[src/sv/ltic_pkg.sv]
// Shared widths, request codes and divider handshake types for the
// linear table interpolation core. No dependencies.
package ltic_pkg;

  localparam int TABLE_DEPTH_DEF = 256;

  localparam int KEY_W = 32;
  localparam int VAL_W = 32;
  localparam int IDX_W = 8;
  localparam int LEN_W = 9;

  localparam int NUM_W     = 65;
  localparam int QUO_STEPS = 33;
  localparam int QUO_W     = 34;
  localparam int CNT_W     = 6;

  localparam logic [LEN_W-1:0] LEN_RESET = 9'd2;

  localparam logic REQ_LOAD  = 1'b0;
  localparam logic REQ_QUERY = 1'b1;

  typedef struct packed {
    logic             start;
    logic [NUM_W-1:0] num;
    logic [KEY_W-1:0] den;
  } div_req_t;

  typedef struct packed {
    logic             done;
    logic [QUO_W-1:0] quo;
  } div_rsp_t;

endpackage

[src/sv/ltic_div.sv]
// Restoring divider, one quotient bit per cycle, quotient capped at 2^33.
// Depends on ltic_pkg.
module ltic_div import ltic_pkg::*; (
  input  logic     clk,
  input  logic     rst_n,
  input  div_req_t req,
  output div_rsp_t rsp
);

  logic                 busy_r;
  logic                 done_r;
  logic [CNT_W-1:0]     cnt_r;
  logic [KEY_W-1:0]     den_r;
  logic [KEY_W-1:0]     rem_r;
  logic [QUO_STEPS-1:0] sh_r;
  logic [QUO_STEPS-1:0] quo_r;
  logic [QUO_W-1:0]     res_r;

  logic [KEY_W:0]       trial;
  logic                 qbit;
  logic [KEY_W:0]       diff;
  logic                 done_nxt;

  always_comb begin
    trial = {rem_r, sh_r[QUO_STEPS-1]};
    diff  = trial - {1'b0, den_r};
    qbit  = (trial >= {1'b0, den_r});
    if (req.start) begin
      done_nxt = (req.num[NUM_W-1:QUO_STEPS] >= req.den);
    end else begin
      done_nxt = busy_r && (cnt_r == CNT_W'(1));
    end
  end

  always_ff @(posedge clk) begin
    if (!rst_n) begin
      busy_r <= 1'b0;
      done_r <= 1'b0;
      cnt_r  <= '0;
    end else begin
      done_r <= done_nxt;
      if (req.start) begin
        den_r <= req.den;
        if (req.num[NUM_W-1:QUO_STEPS] >= req.den) begin
          res_r  <= QUO_W'(1) << QUO_STEPS;
        end else begin
          rem_r  <= req.num[NUM_W-1:QUO_STEPS];
          sh_r   <= req.num[QUO_STEPS-1:0];
          quo_r  <= '0;
          cnt_r  <= CNT_W'(QUO_STEPS);
          busy_r <= 1'b1;
        end
      end else if (busy_r) begin
        rem_r <= qbit ? diff[KEY_W-1:0] : trial[KEY_W-1:0];
        sh_r  <= {sh_r[QUO_STEPS-2:0], 1'b0};
        quo_r <= {quo_r[QUO_STEPS-2:0], qbit};
        cnt_r <= cnt_r - 1'b1;
        if (cnt_r == CNT_W'(1)) begin
          busy_r <= 1'b0;
          res_r  <= {1'b0, quo_r[QUO_STEPS-2:0], qbit};
        end
      end
    end
  end

  assign rsp.done = done_r;
  assign rsp.quo  = res_r;

endmodule

[config.mk]
export PLATFORM = sky130hd
export DESIGN_NAME = ltic_div
export DESIGN_NICKNAME = d
export VERILOG_FILES = /design/src/sv/ltic_pkg.sv /design/src/sv/ltic_div.sv
export SDC_FILE = /design/constraint.sdc
export NUM_CORES = 1
export LEC_CHECK = 0
export ABC_AREA = 0
export BUFFER_PORTS_ARGS = -buffer_cell sky130_fd_sc_hd__buf_2
export CORE_MARGIN = 2
export CORE_UTILIZATION = 55
export CTS_CLUSTER_SIZE = 30
export DETAILED_ROUTE_END_ITERATION = 10
export MAX_ROUTING_LAYER = met4
export PLACE_DENSITY_LB_ADDON = 0.25
export SLEW_MARGIN = 25
export SYNTH_ARGS = -nofsm -noshare
export SYNTH_HDL_FRONTEND = slang
export SYNTH_SLANG_ARGS = --single-unit
[constraint.sdc]
create_clock -name clk -period 29.1 [get_ports clk]
set_clock_uncertainty 0.2 [all_clocks]
set_input_delay 8.73 -clock clk [delete_from_list [all_inputs] [get_ports clk]]
set_output_delay 8.73 -clock clk [all_outputs]
set_load 0.02 [all_outputs]
==> flow_summary.ini, run 1 <==
[timing]
tns_ps = 0
layout_setup_ws_ps = 17130
rsz0062_at_grt = false
finalSetupViolations = 0
min_period_ps = 11970
min_period_over_period_pct = 41.2
tightestPinTransition_ps = 907
hold_viol = 0
maxSlewHeadroom_pct = 39.5
slew_viol_final = 0
timing.fmax_ghz = 0.0835

[floorplan]
die_width_um = 135
coreArea_sq_um = 16600
row_count = 47
start_util_pct = 56.5
die_area_sq_um = 18200
fp.dieH_um = 135
ioPinCount = 135

[setup_path]
slowest_stage = buf_4
cp-start-kind = primary input
required_ps = 28960
critPathBufInv = 3
crit_family = compound AO/OA/AOI/OAI gates
criticalPathCategory = primary input to register
crit_top_cell = a21o_1
endpoint_kind = register
cp.arrival_ps = 11830
crit_chain = buf_2, inv_1, ha_1, a21o_1, a21o_1, a21oi_1, o21ai_0, or4b_1, a211oi_1, nor2_1, o21ai_4, buf_4
max_stage_delay_ps = 590
worst-path-max-fanout = 51

[layout]
layout.cells.most_common = edfxtp_1
layout_common_cells = edfxtp_1, buf_2, inv_1
nets = 1100
syn_to_final_growth_pct = 15.9
fin_cells = 1170
drive_gt1_share_pct = 23.0

[cts]
clockBufferDepth = 2
cts_tree = yes
cts_hold_buffers = 0
cts_root_buffer = clkbuf_16
ctsResizeCount = 0
clk_latency_ps = 440
htree_num_levels = 4
cts_made_buffers = 17
clk_pin_slew_worst_paths_ps = 70
postCtsSetupBuffers = 0
cts.sinks = 171

[logic_synthesis]
yosysSeqAreaShare_pct = 53.8
ys_warn_count = 0
syn_nets = 981
ys_async_sr_fraction_pct = 0
synth_flop_cell = edfxtp_1
ys_types = 64
synth_seq_cells = 171
syn_area_sq_um = 9400
synth.avg_cell_area_sq_um = 11.6
synthCells = 814
synth_edf_count = 163

[power_and_ir_drop]
leakage_uw = 0.00447
power_density_nw_per_um2 = 63.1
ir_drop_uv = 46.6
power_uw = 688

[routing]
drc = 0
dr.pass1.iters = 5
vias_per_cell = 5.65
drt-wirelength-per-cell_um = 16.8
routed-via-count = 6609
drtIter0Drc = 444
ant_nets = 0
wl_mm = 19.7

[grt]
grt_pass1_vias = 6554
grt_usage_pct = 23.2
grt_max_degree = 87
grt_antenna_before_repair = 4
overflow = 0
grt_pass1_wl_mm = 31.9

[placement]
pre_cts_slack_ps = 16740
hpwl_mm = 13.9
dp.cells = 1133
portBuffers = 134
routabilityCongestion = 0.910

[status]
outcome = finished clean

[run]
cap_violations = 0

[hold_path]
hold_path_class = register to register
-- cell families (layout without fill, tap and decap cells) --
logic type	count (synthesis)	in the layout	share of synthesized area, %
XOR/XNOR	27	27	2.51
flip-flops	171	171	53.8
adder cells (fa/ha/maj)	67	67	8.99
multiplexers	37	37	4.43
AND/OR/NAND/NOR	214	214	12.3
AO/OA/AOI/OAI	179	179	12.9
buffers and inverters	119	251	5.06
other	0	4	0
-- cells in the mapped netlist (3+ instances only) --
cell type	number	area share, %
edfxtp_1	163	52
inv_1	79	3.2
ha_1	66	8.8
nand2_1	56	2.2
a21oi_1	54	2.9
nor2b_1	45	3.0
mux2_2	33	4.0
clkbuf_1	29	1.2
o21ai_0	26	1.4
nor2_1	25	1.0
nand3b_1	20	1.6
a21o_1	19	1.5
nand4_1	16	1.1
nor3_1	15	0.80
xnor2_1	14	1.3
xor2_1	13	1.2
o311ai_1	11	1.0
nand3_1	10	0.53
a31oi_1	8	0.53
dfxtp_1	8	1.7
o311ai_0	8	0.75
a211oi_1	7	0.56
o21bai_1	7	0.56
a221o_1	6	0.64
nand2b_1	6	0.40
and3_1	5	0.33
buf_2	5	0.27
o31ai_1	5	0.40
and2_1	4	0.27
a211o_1	3	0.28
mux2i_1	3	0.32
-- final cells by class --
class | count | area, sq um
multi-input combinational | 524 | 3900
fill | 1300 | 5740
clock inverter | 15 | 203
antenna | 4 | 10.0
inverter | 79 | 297
sequential | 171 | 5050
timing repair buffer | 140 | 738
clock buffer | 17 | 425
tap | 220 | 275
-- worst reg2reg max path: cells and delay by family, from the launching register on --
kind            cells  cell delay (ps)
flops               1              420
mux                 2              610
fa+ha+maj           1              380
buf+inv             1              500
compound gates      7             1920
-- flip-flops by register name, summed over array words and instances, names as in the netlist --
signal and count:
done_r 1, busy_r 1, cnt_r 6, res_r 34, rem_r 32, quo_r 32
den_r 32, sh_r 33
-- metrics by stage --
| stage | utilization [%] | area (sq um) | hold WS [ps] |
|---|---|---|---|
| 3_3_place_gp | 61.5 | 10200 | 270 |
| 2_1_floorplan | - | 9400 | 239 |
| 6_report | 65.5 | 10900 | 286 |
| 4_1_cts | 65.3 | 10900 | 285 |
| 5_1_grt | 65.5 | 10900 | 313 |
| 3_5_place_dp | 61.5 | 10200 | 274 |
-- worst paths after layout --
kind	startpoint	endpoint	slack [ps]	cells past startpoint
worst min register to register	cnt_r[4]	cnt_r[4]	290	1
worst max register to register	rem_r[3]	rem_r[20]	24830	11
worst max-delay path	req[29]	quo_r[17]	17130	12
worst min-delay path	cnt_r[4]	cnt_r[4]	290	1
-- metal layers --
metal | vias up | wire [um] | track usage, %
met5 | - | 0 | -
met4 | 0 | 473 | 8.07
met3 | 27 | 1200 | 5.97
met2 | 200 | 9350 | 36.4
met1 | 3123 | 8660 | 29.5
li1 | 3259 | - | -
-- power breakdown --
part / total (uW) / leakage, uW / switching (uW) / internal (uW)
Clock: 239 / 0.000302 / 107 / 132
Combinational: 143 / 0.00256 / 84.0 / 59.3
Sequential: 306 / 0.00160 / 8.43 / 297
Total: 688 / 0.00447 / 200 / 488
(Power assumes the default switching activity.)
==> run 2: changes to the inputs <==
Clock period 29.1 ns to 11.1 ns, I/O delays scaled along.
==> flow_summary.ini, run 2 (same netlist as run 1, synthesis figures left out) <==
[placement]
portBuffers = 134
placed_area_sq_um = 10200
routabilityCongestion = 0.909
hpwl_mm = 14.0
dp.cells = 1133

[grt]
grt_busiest_layer = met2
grt_antenna_before_repair = 3
grt_max_degree = 83
globalRouteMet1Util_pct = 28.9
grt_pass1_wl_mm = 32.0
met2_usage_pct = 37.1
overflow = 0
grt_usage_pct = 23.1
grt_pass1_vias = 6647
met3_usage_pct = 5.26

[setup_path]
required_ps = 10960
slowest_stage = buf_4
crit_family = compound AO/OA/AOI/OAI gates
endpoint_kind = register
cp-start-kind = primary input
cp.arrival_ps = 6350
criticalPathCategory = primary input to register
crit_top_cell = a21o_1
critPathBufInv = 3
worst-path-max-fanout = 54
max_stage_delay_ps = 610
crit_chain = buf_2, inv_1, ha_1, a21o_1, a21o_1, a21oi_1, o21ai_0, or4b_1, a211oi_1, nor2_1, o21ai_4, buf_4

[power_and_ir_drop]
seqPwrFrac_pct = 45.0
p_clk_share_pct = 33.8
p_sw_share_pct = 29.5
pwr-share-comb_pct = 21.2
ir_drop_uv = 115
power_uw = 1780
p_int_uw = 1260
leakage_uw = 0.00446
p_sw_uw = 525
power_density_nw_per_um2 = 164

[routing]
ant_nets = 0
drt-wirelength-per-cell_um = 16.9
routed-via-count = 6621
vias_per_cell = 5.66
drtIter0Drc = 422
drc = 0
dr.pass1.iters = 5
wl_mm = 19.7

[floorplan]
ioPinCount = 135
die_area_sq_um = 18200
start_util_pct = 56.5
die_width_um = 135
row_count = 47
coreArea_sq_um = 16600
fp.dieH_um = 135

[layout]
fin_cells = 1169
top_register = res_r
largest_registers = res_r: 34 flops, sh_r: 33 flops
syn_to_final_growth_pct = 15.5
layout_common_cells = edfxtp_1, buf_2, inv_1
ff_latch_area_sq_um = 5050
largest_register_ffs = 34
nets = 1100
fillers = 1345
layout.cells.most_common = edfxtp_1
final_area_sq_um = 10900
multiInputGateArea_sq_um = 3900
drive_gt1_share_pct = 22.9

[cts]
clk_pin_slew_worst_paths_ps = 70
htree_num_levels = 4
cts_root_buffer = clkbuf_16
cts_made_buffers = 17
clk_latency_ps = 440
clockBufferDepth = 2
cts_tree = yes
postCtsSetupBuffers = 0
ctsResizeCount = 0
cts_hold_buffers = 0
cts.sinks = 171

[timing]
finalSetupViolations = 0
hold_viol = 0
min_period_over_period_pct = 58.5
maxSlewHeadroom_pct = 42.6
min_period_ps = 6490
slew_viol_final = 0
timing.fmax_ghz = 0.154
rsz0062_at_grt = false
tns_ps = 0
tightestPinTransition_ps = 861

[run]
cap_violations = 0

[status]
outcome = finished clean

[hold_path]
hold_path_class = register to register
run 2: cell count changes in the layout (fill, tap and decap cells not counted), sizes merged:
cell	change
bufinv	-1
clkinv	-2
clkinvlp	-2
diode	-1
inv	+5
run 2: final cells by class:
cell class	count	share of cell area (%)
Antenna cell	3	0.0691
Clock buffer	17	3.92
Clock inverter	15	1.51
Inverter	79	2.73
Multi-Input combinational cell	524	35.9
Sequential cell	171	46.5
Tap cell	220	2.53
Timing Repair Buffer	140	6.80
run 2: power groups by stage:
stage | Sequential, uW | Combinational [uW] | Clock, uW
global route | 807 | 421 | 631
floorplan | 820 | 274 | 0
finish | 801 | 378 | 603
CTS | 801 | 376 | 615
detailed placement | 815 | 371 | 0
global placement | 813 | 365 | 0
run 2: worst paths after layout:
check,from,end,slack (ps),cells after the start
worst min register to register,cnt_r[4],cnt_r[4],280,1
worst min-delay path,cnt_r[4],cnt_r[4],280,1
worst max register to register,rem_r[3],rem_r[20],6870,11
worst max-delay path,req[29],quo_r[30],4610,12
run 2: per-layer routing:
| metal | wire (um) | vias to the layer above | share of wire, % |
|---|---|---|---|
| met3 | 1240 | 33 | 6.3 |
| met2 | 9500 | 196 | 48 |
| met5 | 0 | - | 0 |
| met1 | 8570 | 3129 | 43 |
| li1 | - | 3263 | - |
| met4 | 419 | 0 | 2.1 |
run 2: stage by stage:
step	worst slack [ps]	utilization, %	hold slack (ps)
floorplan	965	-	239
global placement	4230	61.5	271
detailed placement	4160	61.5	271
CTS	4600	65.0	286
global route	4430	65.3	312
finish	4610	65.3	284
